[config.mk]
export PLATFORM = sky130hd
export DESIGN_NAME = acl_entry_set_validator
export DESIGN_NICKNAME = d
export VERILOG_FILES = /design/src/aesv_pkg.sv /design/src/acl_entry_set_validator.sv /design/src/aesv_in_stage.sv /design/src/aesv_core.sv /design/src/aesv_out_stage.sv
export SDC_FILE = /design/constraint.sdc
export NUM_CORES = 1
export LEC_CHECK = 0
export ABC_AREA = 1
export BUFFER_PORTS_ARGS = -buffer_cell sky130_fd_sc_hd__buf_2
export CORE_AREA = 2 2 75 149
export CTS_CLUSTER_SIZE = 16
export DETAILED_ROUTE_END_ITERATION = 12
export DIE_AREA = 0 0 77 151
export PLACE_DENSITY = 0.65
export SLEW_MARGIN = 20
export SYNTH_ARGS = -nofsm -noshare
export SYNTH_HDL_FRONTEND = slang
export SYNTH_HIERARCHICAL = 1
export SYNTH_SLANG_ARGS = --single-unit
[constraint.sdc]
create_clock -name clk -period 8.6 [get_ports clk]
set_clock_uncertainty 0.1 [all_clocks]
set_input_delay 1.72 -clock clk [delete_from_list [all_inputs] [get_ports clk]]
set_output_delay 1.72 -clock clk [all_outputs]
set_load 0.05 [all_outputs]
[src/aesv_pkg.sv]
// Shared types and constants for the ACL entry set validator.
package aesv_pkg;

  localparam int ID_BITS_DEF = 32;

  localparam int TYPE_W   = 4;
  localparam int ID_W     = 32;
  localparam int PERM_W   = 8;
  localparam int CNT_W    = 2;

  localparam int NUM_TYPES = 12;
  localparam int GROUP_N   = 6;

  localparam int IN_TDATA_W  = 48;
  localparam int OUT_TDATA_W = 8;

  localparam logic [PERM_W-1:0] PERM_MAX = 8'd7;
  localparam logic [CNT_W-1:0]  CNT_MAX  = 2'd3;
  localparam logic [CNT_W-1:0]  CNT_ONE  = 2'd1;

  // entry type codes within one group; default group starts at T_DEF
  localparam int T_OWNER  = 0;
  localparam int T_USER   = 1;
  localparam int T_OGROUP = 2;
  localparam int T_GROUP  = 3;
  localparam int T_MASK   = 4;
  localparam int T_OTHER  = 5;
  localparam int T_DEF    = 6;

  typedef logic [CNT_W-1:0] cnt_t;
  typedef cnt_t [GROUP_N-1:0] grp_cnt_t;
  typedef cnt_t [NUM_TYPES-1:0] all_cnt_t;

  typedef struct packed {
    logic [TYPE_W-1:0] etype;
    logic [ID_W-1:0]   id;
    logic [PERM_W-1:0] perm;
    logic              last;
  } entry_t;

  // status from the check core to the result register
  typedef struct packed {
    logic done;   // a last entry retires this cycle
    logic ok;     // verdict for that set
  } verdict_t;

endpackage

[src/acl_entry_set_validator.sv]
// An accepted entry word is captured in the input register and judged while held; on a last
//   entry the verdict word is registered into the result register as that entry retires.
// Throughput: one entry word per cycle; the only stall is a last entry meeting a result
//   word the output side has not yet taken (set by the single result register).
// Reset (rst, synchronous, active high): clears both stage valids and all per-set state.
module acl_entry_set_validator #(
  parameter int ID_BITS = aesv_pkg::ID_BITS_DEF
) (
  input  logic                             clk,
  input  logic                             rst,
  // entry words in
  input  logic                             s_axis_tvalid,
  output logic                             s_axis_tready,
  // [3:0] entry_type, [35:4] entry_id, [43:36] entry_perm, [47:44] zero
  input  logic [aesv_pkg::IN_TDATA_W-1:0]  s_axis_tdata,
  input  logic                             s_axis_tlast,    // last_entry
  // verdict words out
  output logic                             m_axis_tvalid,
  input  logic                             m_axis_tready,
  // [0] acl_valid, [7:1] zero
  output logic [aesv_pkg::OUT_TDATA_W-1:0] m_axis_tdata
);

  logic               held_valid;
  aesv_pkg::entry_t   held;
  logic               advance;
  aesv_pkg::verdict_t verdict;

  // A held entry retires unless it is a last entry and the result slot is
  // still occupied and not being drained this cycle.
  assign advance = held_valid && (!held.last || !m_axis_tvalid || m_axis_tready);

  aesv_in_stage u_in (
    .clk        (clk),
    .rst        (rst),
    .in_valid   (s_axis_tvalid),
    .in_ready   (s_axis_tready),
    .in_data    (s_axis_tdata),
    .in_last    (s_axis_tlast),
    .advance    (advance),
    .held_valid (held_valid),
    .held       (held)
  );

  // Counters, sticky error and repeat compare; verdict formed on the count
  // values that include the retiring entry.
  aesv_core #(
    .ID_BITS (ID_BITS)
  ) u_core (
    .clk     (clk),
    .rst     (rst),
    .go      (advance),
    .ent     (held),
    .verdict (verdict)
  );

  aesv_out_stage u_out (
    .clk       (clk),
    .rst       (rst),
    .verdict   (verdict),
    .out_valid (m_axis_tvalid),
    .out_ready (m_axis_tready),
    .out_data  (m_axis_tdata)
  );

endmodule

[src/aesv_in_stage.sv]
// Input register stage: captures one entry word per accepted handshake.
module aesv_in_stage (
  input  logic                                clk,
  input  logic                                rst,
  input  logic                                in_valid,
  output logic                                in_ready,
  input  logic [aesv_pkg::IN_TDATA_W-1:0]     in_data,
  input  logic                                in_last,
  input  logic                                advance,   // held entry retires
  output logic                                held_valid,
  output aesv_pkg::entry_t                    held
);

  logic fire;

  assign in_ready = !held_valid || advance;
  assign fire     = in_valid && in_ready;

  always_ff @(posedge clk) begin
    if (rst) begin
      held_valid <= 1'b0;
    end else if (in_ready) begin
      held_valid <= in_valid;
    end
  end

  always_ff @(posedge clk) begin
    if (fire) begin
      held.etype <= in_data[3:0];
      held.id    <= in_data[35:4];
      held.perm  <= in_data[43:36];
      held.last  <= in_last;
    end
  end

endmodule

[src/aesv_core.sv]
// Per-set state: type counters, sticky error, previous-entry compare and verdict.
module aesv_core #(
  parameter int ID_BITS = aesv_pkg::ID_BITS_DEF
) (
  input  logic               clk,
  input  logic               rst,
  input  logic               go,
  input  aesv_pkg::entry_t   ent,
  output aesv_pkg::verdict_t verdict
);

  localparam int CMP_BITS = (ID_BITS < aesv_pkg::ID_W) ? ID_BITS : aesv_pkg::ID_W;

  aesv_pkg::all_cnt_t  cnt, cnt_next;
  logic                err, err_next;
  logic [aesv_pkg::TYPE_W-1:0] prev_type;
  logic [CMP_BITS-1:0] prev_id;
  logic                have_prev;

  logic                unknown, bad_perm, repeat_hit, any_def;
  logic [CMP_BITS-1:0] cur_id;

  function automatic logic group_ok(input aesv_pkg::grp_cnt_t c);
    logic named;
    named = (c[aesv_pkg::T_USER] != '0) || (c[aesv_pkg::T_GROUP] != '0);
    return (c[aesv_pkg::T_OWNER]  == aesv_pkg::CNT_ONE) &&
           (c[aesv_pkg::T_OGROUP] == aesv_pkg::CNT_ONE) &&
           (c[aesv_pkg::T_OTHER]  == aesv_pkg::CNT_ONE) &&
           (!named || (c[aesv_pkg::T_MASK] == aesv_pkg::CNT_ONE));
  endfunction

  assign cur_id     = ent.id[CMP_BITS-1:0];
  assign unknown    = ent.etype >= aesv_pkg::TYPE_W'(aesv_pkg::NUM_TYPES);
  assign bad_perm   = ent.perm > aesv_pkg::PERM_MAX;
  assign repeat_hit = have_prev && (prev_type == ent.etype) && (prev_id == cur_id);
  assign err_next   = err || unknown || bad_perm || repeat_hit;

  always_comb begin
    for (int i = 0; i < aesv_pkg::NUM_TYPES; i++) begin
      if ((ent.etype == aesv_pkg::TYPE_W'(i)) && (cnt[i] != aesv_pkg::CNT_MAX)) begin
        cnt_next[i] = cnt[i] + aesv_pkg::CNT_W'(1);
      end else begin
        cnt_next[i] = cnt[i];
      end
    end
  end

  assign any_def = cnt_next[aesv_pkg::NUM_TYPES-1:aesv_pkg::T_DEF] != '0;

  assign verdict.done = go && ent.last;
  assign verdict.ok   = !err_next &&
                        group_ok(cnt_next[aesv_pkg::T_DEF-1:0]) &&
                        (!any_def ||
                         group_ok(cnt_next[aesv_pkg::NUM_TYPES-1:aesv_pkg::T_DEF]));

  always_ff @(posedge clk) begin
    if (rst) begin
      cnt       <= '0;
      err       <= 1'b0;
      prev_type <= '0;
      prev_id   <= '0;
      have_prev <= 1'b0;
    end else if (go) begin
      if (ent.last) begin
        cnt       <= '0;
        err       <= 1'b0;
        prev_type <= '0;
        prev_id   <= '0;
        have_prev <= 1'b0;
      end else begin
        cnt       <= cnt_next;
        err       <= err_next;
        prev_type <= ent.etype;
        prev_id   <= cur_id;
        have_prev <= 1'b1;
      end
    end
  end

endmodule

[src/aesv_out_stage.sv]
// Result register: holds one verdict word until the downstream side takes it.
module aesv_out_stage (
  input  logic                             clk,
  input  logic                             rst,
  input  aesv_pkg::verdict_t               verdict,
  output logic                             out_valid,
  input  logic                             out_ready,
  output logic [aesv_pkg::OUT_TDATA_W-1:0] out_data
);

  logic ok_q;

  always_ff @(posedge clk) begin
    if (rst) begin
      out_valid <= 1'b0;
    end else if (verdict.done) begin
      out_valid <= 1'b1;
    end else if (out_ready) begin
      out_valid <= 1'b0;
    end
  end

  always_ff @(posedge clk) begin
    if (verdict.done) begin
      ok_q <= verdict.ok;
    end
  end

  assign out_data = {{(aesv_pkg::OUT_TDATA_W-1){1'b0}}, ok_q};

endmodule

==> qor.yml <==
clock-root-buffer: "clkbuf_16"
finalNetCount: 719
worst_pin_slew_ps: 730
crit_buf_inv: 3
gp_congestion: 0.771
dp_hpwl_um: 6680
avgSynthCellArea_sq_um: 8.15
finalHoldViolations: 0
critPathLaunchType: "input pin"
fin_area_sq_mm: 0.00565
pre_cts_ws_ps: 4050
portBuffers: 48
die_w_um: 77
cts_inserted_buffers: 9
final-setup-viol-count: 0
ys_warn_count: 6
fp-row-count: 53
crit_slowest_cell: "nor2_1"
worstPathRequired_ps: 6780
clk_latency_ps: 340
wire_per_inst_um: 12.1
ctsHtreeMaxLevel: 3
clock.fmax_mhz: 221
syn-cell-area_sq_mm: 0.00499
holdCritPathClass: "reg2reg"
ant_nets: 0
slew-limit-headroom: 0.513
cp.arrival_ps: 2710
crit_family: "simple AND/OR/NAND/NOR gates"
min_period_ps: 4530
clock-sinks: 107
post-route-period-util: 0.527
critPathMaxStageDelay_ps: 390
reg2reg_slack_ps: 5920
core_sq_mm: 0.0105
grt.total_usage: 0.177
grt_pass1_vias: 3873
timing.rr.end: "u_core/cnt[7]$_SDFFE_PP0P_"
setup_tns_ps: 0
vdd_drop_max_v: 0.000142
hold_depth: 2
clk_transition_reported_paths_ps: 70
gr-total-overflow: 0
cts_tree: "yes"
route.detailed.drc: 0
grt_max_degree: 65
maxCapViolations: 0
final_max_slew_viol_count: 0
leakage_uw: 0.00237
grt_pass1_wl_um: 16200
die_h_um: 151
place_area_sq_mm: 0.00533
cts_buffer_depth: 2
vias: 3875
syn_to_final_growth_pct: 13.3
cts_setup_buffers: 0
power.density_mw_per_mm2: 195
cts_resized: 0
pin_count: 63
antenna_found_initial: 0
synth_cells: 612
postCtsHoldBufs: 0
rr_worst_depth: 9
r2r_start: "u_in/held[0]$_DFFE_PP_"
status: "completed"
grt_setup_unrepaired: "no"
crit_start: "m_axis_tready"
critPathCaptureType: "output port"
crit_path_cell_trace: "buf_2 -> nor2_1 -> nor2_1 -> inv_2 -> nand2_2 -> buf_2"
diodes: 0
detail_route.first_pass.iterations: 5
cp_max_fo: 7
die_area_sq_mm: 0.0116
initial_utilization: 0.476
crit_end: "s_axis_tready"
layout-drive-gt1-share: 0.144
vias_per_cell: 4.87
fin_ws_ps: 4070
routed_wl_um: 9600
drtIter0Drc: 207
crit_cells: 6
criticalPathCategory: "in2out"
power breakdown:
part / internal, uW / leakage [uW] / total, uW / switching [uW]
sequential: 551 / 0.000933 / 566 / 15.1
clock: 258 / 0.000154 / 440 / 182
combinational: 31.1 / 0.00128 / 94.6 / 63.4
total: 840 / 0.00237 / 1100 / 261
worst reg2reg max path: cells and delay by family, from the launching register on:
kind,cells,cell delay (ps)
AO/OA/AOI/OAI,1,120
flip-flops,1,420
buffers and inverters,3,960
AND/OR/NAND/NOR,5,1000
placed cells by master, fill, tap and decap left out, types with 2 or more instances in the layout:
cell type   instances
a21oi_1            58
inv_2               5
clkinvlp_4          2
o21ai_0            11
buf_2              48
buf_4               4
o21ai_1             6
nand3_1             7
a21oi_2             2
edfxtp_1           43
conb_1              7
o22ai_1             4
or2_1               5
or2_2               5
clkbuf_16           9
inv_1              73
nor2_4              3
nor2_2              2
dfxtp_1            64
o21ai_2             2
nand4_1             2
nand3b_2            4
ha_1               12
xor2_1             10
xnor2_1             8
nor3_1              3
xnor2_2             2
nand2_1           203
nand3b_1            7
nor2_1             38
bufinv_16           2
worst min-delay path by stage:
stage	start	end	slack (ps)
after global placement	u_core/prev_id[19]$_SDFFE_PP0P_	u_core/prev_id[19]$_SDFFE_PP0P_	350
after detailed placement	u_core/prev_id[9]$_SDFFE_PP0P_	u_core/prev_id[9]$_SDFFE_PP0P_	360
after floorplan	u_core/prev_id[11]$_SDFFE_PP0P_	u_core/prev_id[11]$_SDFFE_PP0P_	350
after global routing	u_core/err$_SDFFE_PP0P_	u_core/err$_SDFFE_PP0P_	400
final	u_core/prev_id[9]$_SDFFE_PP0P_	u_core/prev_id[9]$_SDFFE_PP0P_	370
after CTS	u_core/prev_id[9]$_SDFFE_PP0P_	u_core/prev_id[9]$_SDFFE_PP0P_	370
sequential cells by signal, indices dropped and copies added, names as in the netlist:
| signal | count |
|---|---|
| u_in/held_valid | 1 |
| u_out/ok_q | 1 |
| u_in/held | 42 |
| u_core/cnt | 24 |
| u_core/prev_type | 4 |
| u_core/prev_id | 32 |
| u_core/have_prev | 1 |
| u_out/out_valid | 1 |
| u_core/err | 1 |
layout make-up:
type / count / area [sq um]
clock buffers: 9 / 225
multi-input cells: 406 / 2020
fillers: 1030 / 4820
clock inverters: 7 / 100
flip-flops and latches: 107 / 2570
well taps: 137 / 171
inverters: 78 / 293
repair buffers: 52 / 270
routing by layer:
metal / global-route usage / share of wire / vias up / wire length, um
li1: - / - / 1999 / -
met1: 0.164 / 0.37 / 1794 / 3590
met2: 0.355 / 0.56 / 61 / 5410
met3: 0.0292 / 0.027 / 21 / 259
met4: 0.100 / 0.035 / 0 / 338
met5: 0 / 0 / - / 0
per-stage QoR:
step | total power (uW) | hold slack [ps] | utilization | cells
3_3_place_gp | 670 | 353 | 0.509 | 780
2_1_floorplan | 645 | 345 | - | 618
4_1_cts | 1120 | 372 | 0.540 | 796
5_1_grt | 1150 | 397 | 0.540 | 796
6_report | 1100 | 368 | 0.540 | 796
3_5_place_dp | 674 | 361 | 0.509 | 780
No activity file was read; power rests on OpenSTA's default activity.
